===== config.mk =====
export PLATFORM = sky130hd
export DESIGN_NAME = insertion_sorter
export DESIGN_NICKNAME = d
export VERILOG_FILES = /design/src/rtl/isrt_pkg.sv /design/src/rtl/isrt_cell.sv /design/src/rtl/insertion_sorter.sv
export SDC_FILE = /design/constraint.sdc
export NUM_CORES = 2
export LEC_CHECK = 0
export BUFFER_PORTS_ARGS = -buffer_cell sky130_fd_sc_hd__buf_2
export CORE_MARGIN = 2
export CORE_UTILIZATION = 60
export CTS_CLUSTER_SIZE = 24
export DETAILED_ROUTE_END_ITERATION = 6
export PLACE_DENSITY = 0.82
export REMOVE_ABC_BUFFERS = 1
export SLEW_MARGIN = 20
export SYNTH_ARGS = -nofsm -noshare
export SYNTH_HDL_FRONTEND = slang
export SYNTH_SLANG_ARGS = --single-unit

===== constraint.sdc =====
create_clock -name clk -period 6.6 [get_ports clk]
set_input_delay 1.32 -clock clk [delete_from_list [all_inputs] [get_ports clk]]
set_output_delay 1.32 -clock clk [all_outputs]
set_load 0.05 [all_outputs]

===== src/rtl/isrt_pkg.sv =====
package isrt_pkg;

	localparam int unsigned VAL_W = 32;

	typedef logic signed [VAL_W-1:0] val_t;

	typedef struct packed {
		logic ins;
		logic drain;
	} isrt_ctrl_t;

endpackage


===== src/rtl/isrt_cell.sv =====
module isrt_cell
	import isrt_pkg::*;
(
	input  logic       clk,
	input  isrt_ctrl_t ctrl,
	input  logic       occupied,
	input  logic       at_tail,
	input  val_t       in_value,
	input  logic       left_gt,
	input  val_t       left_value,
	input  val_t       right_value,
	output logic       gt,
	output val_t       value
);

	val_t value_q;

	assign gt    = occupied && (value_q > in_value);
	assign value = value_q;

	// shift left on drain; on insert take left neighbour, the new value, or hold
	always_ff @(posedge clk) begin
		if (ctrl.drain) begin
			value_q <= right_value;
		end else if (ctrl.ins) begin
			if (left_gt) begin
				value_q <= left_value;
			end else if (gt || at_tail) begin
				value_q <= in_value;
			end
		end
	end

endmodule


===== src/rtl/insertion_sorter.sv =====
// Requests are taken while idle. After the request marked last, the
// first sorted result shows in the next cycle and one result follows per cycle.
// Throughput: one value per cycle while filling; busy stays high while the stored
// values shift out of the cell chain. The receiver cannot stall.
// Reset (arst_n low): clears the fill count, the overflow flag and the drain state.
module insertion_sorter
	import isrt_pkg::*;
#(
	parameter int unsigned DEPTH = 16
) (
	input  logic       clk,
	input  logic       arst_n,
	input  logic       start,
	output logic       busy,
	input  val_t       item_value,
	input  logic       item_last,
	output logic       strobe,
	output val_t       sorted_value,
	output logic       run_last,
	output logic       overflowed
);

	localparam int unsigned CW = $clog2(DEPTH + 1);

	localparam logic ST_IDLE  = 1'b0;
	localparam logic ST_DRAIN = 1'b1;

	logic          state_q;
	logic [CW-1:0] count_q;
	logic          drop_q;

	logic          accept;
	logic          full;
	isrt_ctrl_t    ctrl;

	logic [DEPTH-1:0] gt;
	val_t             cell_value [DEPTH];

	assign accept = start && (state_q == ST_IDLE);
	assign full   = (count_q == CW'(DEPTH));
	assign busy   = (state_q == ST_DRAIN);

	assign ctrl.ins   = accept && !full;
	assign ctrl.drain = (state_q == ST_DRAIN);

	genvar i;
	generate
		for (i = 0; i < DEPTH; i++) begin : g_cell
			logic occupied;
			logic at_tail;
			logic left_gt;
			val_t left_value;
			val_t right_value;

			assign occupied = (CW'(i) < count_q);
			assign at_tail  = (CW'(i) == count_q);

			if (i == 0) begin : g_head
				assign left_gt    = 1'b0;
				assign left_value = '0;
			end else begin : g_body
				assign left_gt    = gt[i-1];
				assign left_value = cell_value[i-1];
			end

			if (i == DEPTH - 1) begin : g_end
				assign right_value = '0;
			end else begin : g_mid
				assign right_value = cell_value[i+1];
			end

			isrt_cell u_cell (
				.clk         (clk),
				.ctrl        (ctrl),
				.occupied    (occupied),
				.at_tail     (at_tail),
				.in_value    (item_value),
				.left_gt     (left_gt),
				.left_value  (left_value),
				.right_value (right_value),
				.gt          (gt[i]),
				.value       (cell_value[i])
			);
		end
	endgenerate

	always_ff @(posedge clk or negedge arst_n) begin
		if (!arst_n) begin
			state_q <= ST_IDLE;
			count_q <= '0;
			drop_q  <= 1'b0;
		end else begin
			case (state_q)
				ST_IDLE: begin
					if (accept) begin
						if (full) begin
							drop_q <= 1'b1;
						end else begin
							count_q <= count_q + CW'(1);
						end
						if (item_last) begin
							state_q <= ST_DRAIN;
						end
					end
				end
				ST_DRAIN: begin
					count_q <= count_q - CW'(1);
					if (count_q == CW'(1)) begin
						state_q <= ST_IDLE;
						drop_q  <= 1'b0;
					end
				end
				default: begin
					state_q <= ST_IDLE;
				end
			endcase
		end
	end

	assign strobe       = (state_q == ST_DRAIN);
	assign sorted_value = cell_value[0];
	assign run_last     = strobe && (count_q == CW'(1));
	assign overflowed   = strobe && drop_q;

`ifndef SYNTHESIS
	a_strobe_has_data: assert property (@(posedge clk) disable iff (!arst_n)
		strobe |-> (count_q != '0))
		else $error("result strobe with empty store");

	a_run_ends: assert property (@(posedge clk) disable iff (!arst_n)
		(strobe && run_last) |=> (!busy && (count_q == '0) && !drop_q))
		else $error("store not cleared after final result");

	a_run_continues: assert property (@(posedge clk) disable iff (!arst_n)
		(strobe && !run_last) |=> strobe)
		else $error("sorted run broken off early");

	a_drop_flagged: assert property (@(posedge clk) disable iff (!arst_n)
		(start && !busy && full) |=> drop_q)
		else $error("drop on full store not flagged");

	a_last_drains: assert property (@(posedge clk) disable iff (!arst_n)
		(start && !busy && item_last) |=> strobe)
		else $error("last request did not start output");
`endif

endmodule


==> results.sh <==
export IMPL_outcome="finished clean"
export IMPL_crit_chain="buf_2, inv_1, buf_4, ha_1, nand4_1, nor4_1, o21ai_0, o311a_1, o211ai_1, mux2_2, buf_4, mux2i_1, o21ai_0"
export IMPL_mostFrequentLayoutCell="ha_1"
export IMPL_area_growth_pct=8.777
export IMPL_leakage_nw=17.61
export IMPL_critical_path_class="input pin to flop"
export IMPL_cts_resized=0
export IMPL_ys_seq_elements=519
export IMPL_ff2ff_path_depth=10
export IMPL_drtPass1Iterations=5
export IMPL_nFillCells=4830
export IMPL_startpoint_type="input pin"
export IMPL_rows=92
export IMPL_yosysUniqueCellTypes=81
export IMPL_dieHeight_um=257.2
export IMPL_dieWidth_um=257.2
export IMPL_grt_pass1_wl_mm=190.4
export IMPL_io_pin_count=72
export IMPL_netlist_instances=3846
export IMPL_cts_root_buf="clkbuf_16"
export IMPL_nets=4390
export IMPL_antenna_found_initial=4
export IMPL_cts_setup_buffers=0
export IMPL_r2r_slack_ns=1.97
export IMPL_pwr_density_cell_nw_per_um2=594.2
export IMPL_drtIter0Drc=4965
export IMPL_hpwl_mm=91.25
export IMPL_cts_buffer_depth=3
export IMPL_synth_edf_count=480
export IMPL_cts_hold_buf=0
export IMPL_wirelength_mm=123.6
export IMPL_tightest_slew_ns=1.086
export IMPL_final_cell_mix="517 x ha_1, 480 x edfxtp_1, 375 x nand2_1, 262 x o21ai_0, 229 x a21oi_1"
export IMPL_core_area_um2=63200
export IMPL_fin_crit_ns=5.540
export IMPL_worstPathArrival_ns=5.90
export IMPL_syn_avg_cell_area_um2=10.00
export IMPL_htreeDepth=2
export IMPL_placed_cell_area_um2=40030
export IMPL_hold_viol_final=0
export IMPL_antenna_left=0
export IMPL_viasPerCell=7.201
export IMPL_cts_tree="built"
export IMPL_clk_pin_slew_ns=0.06
export IMPL_grt_pass1_vias=32955
export IMPL_r2r_end="g_cell[3].u_cell.value[6]"
export IMPL_finalInstanceArea_um2=41840
export IMPL_rsz0062_at_grt="no"
export IMPL_critPathSlowestCell="nor4_1"
export IMPL_grt_max_degree=194
export IMPL_drive_gt1_frac=0.07835
export IMPL_gr_total_overflow=0
export IMPL_place_gp_congestion=0.9452
export IMPL_min_path_type="input pin to asynchronous set/reset pin"
export IMPL_track_usage=0.3672
export IMPL_max_freq_mhz=180.5
export IMPL_finalSetupViolations=0
export IMPL_worstPathRequired_ns=6.97
export IMPL_yosysWarningCount=0
export IMPL_power_mw=24.86
export IMPL_via_count=34054
export IMPL_r2r_start="g_cell[2].u_cell.value[10]"
export IMPL_synth_flop_cell="edfxtp_1"
export IMPL_clock_sinks=519
export IMPL_clock_latency_ns=0.64
export IMPL_critPathMaxStageDelay_ns=0.87
export IMPL_cts_made_buffers=56
export IMPL_finalCritPeriodShare=0.8393
export IMPL_endpoint_kind="flop"
export IMPL_final_max_slew_viol_count=0
export IMPL_synthArstFlopShare=0.01349
export IMPL_setup_tns_final_ns=0
export IMPL_cap_violations=0
export IMPL_ys_seq_area_frac=0.3960
export IMPL_path_max_fanout=19
export IMPL_fin_skew_ns=0.02562
export IMPL_peakVddDrop_mv=0.7259
export IMPL_start_util=0.6086
export IMPL_drc=0
export IMPL_relSlewSlack=0.2735
export IMPL_dieArea_um2=66140
export IMPL_wl_per_cell_um=26.13
export IMPL_syn_area_um2=38460
export IMPL_port_buffers=71
-- state kept, by name, summed over array words and instances, names as in the netlist --
signal               flops
count_q                  5
drop_q                   1
g_cell.u_cell.value    512
busy                     1
-- cells in the mapped netlist, types with 7 or more instances --
master       n  area share
nand2b_1     7      0.0011
buf_4        8      0.0016
a41oi_1     40      0.0091
clkbuf_1   192       0.019
a31oi_1     16      0.0026
o311ai_0    51       0.012
mux2i_1    131       0.034
a211oi_1    19      0.0037
or3_1       10      0.0016
nor4_1      15      0.0024
o2111ai_1   35      0.0080
nand4_1    114       0.019
a21o_1     118       0.023
o21ai_1     34      0.0044
a21oi_1    230       0.030
o311ai_1    49       0.011
inv_1      196       0.019
a221o_1    127       0.033
edfxtp_1   480        0.37
and4_1      19      0.0043
o21a_1      21      0.0041
buf_2       25      0.0033
buf_1       18      0.0018
and3_1      44      0.0072
dfxtp_1     32       0.017
o221ai_1     7      0.0016
nor2_1     122       0.012
nor3b_1    127       0.025
a22oi_1     31      0.0061
o31ai_1      7      0.0014
dfrtp_1      7      0.0046
o21ai_0    265       0.034
nand3_1     99       0.013
o211ai_1   108       0.021
nand2_1    375       0.037
buf_6        8      0.0023
nor2b_1     28      0.0046
ha_1       517        0.17
nor3_1      23      0.0030
a211o_1      8      0.0018
-- worst max-delay path: cells and delay by family --
kind	cells	cell delay, ns
AO/OA/AOI/OAI	4	0.95
adder cells (fa/ha/maj)	1	0.30
buffers and inverters	4	1.24
multiplexers	2	1.07
AND/OR/NAND/NOR	2	0.99
-- worst max-delay path by stage --
stage	startpoint	to	slack [ns]
global route	item_value[15]	g_cell[3].u_cell.value[6]	0.98
finish	item_value[10]	g_cell[3].u_cell.value[6]	1.06
detailed placement	item_value[15]	g_cell[3].u_cell.value[6]	0.65
CTS	item_value[15]	g_cell[3].u_cell.value[6]	1.29
global placement	item_value[15]	g_cell[3].u_cell.value[6]	0.65
floorplan	busy	g_cell[14].u_cell.value[0]	-18.28
-- through the flow --
step | instances | hold slack [ns] | util | worst slack, ns
6_report | 4729 | 0.5185 | 0.6620 | 1.060
5_1_grt | 4726 | 0.5283 | 0.6619 | 0.9807
2_1_floorplan | 3595 | 0.4921 | - | -18.28
3_3_place_gp | 4621 | 0.5170 | 0.6329 | 0.6451
4_1_cts | 4723 | 0.5081 | 0.6606 | 1.292
3_5_place_dp | 4622 | 0.5539 | 0.6334 | 0.6451
-- cell type report --
class | count | area [µm²] | share of cell area
flip-flops and latches | 519 | 15230 | 0.3641
inverters | 197 | 747.0 | 0.01785
multi-input cells | 2879 | 21740 | 0.5196
clock buffers | 65 | 1456 | 0.03481
clock inverters | 36 | 262.8 | 0.006280
diodes | 3 | 7.507 | 0.0001794
repair buffers | 184 | 1334 | 0.03188
well taps | 846 | 1059 | 0.02530
-- layer usage --
layer | global-route usage | wire [µm] | vias up
li1 | - | - | 15100
met4 | 0.2445 | 9809 | 6
met3 | 0.05221 | 12260 | 478
met5 | 0 | 36 | -
met1 | 0.4747 | 46250 | 16239
met2 | 0.5755 | 55200 | 2231
-- report_power, final --
group / switching (mW) / internal [mW] / total (mW)
sequential: 1.74 / 6.53 / 8.27
clock: 1.39 / 1.72 / 3.11
combinational: 8.72 / 4.75 / 13.5
total: 11.9 / 13.0 / 24.9
-- cell families (layout without fill, tap and decap cells) --
family | count (synthesis) | after routing | synth area share
AOI/OAI and AO/OA | 1214 | 1214 | 0.2187
muxes | 133 | 133 | 0.03474
buffers and inverters | 448 | 482 | 0.04688
adders and majority gates | 517 | 517 | 0.1682
xor gates and xnor gates | 4 | 4 | 0.0009110
other | 0 | 3 | 0
DFF | 519 | 519 | 0.3960
and+or+nand+nor | 1011 | 1011 | 0.1346
Power figures use the tool's default switching activity.
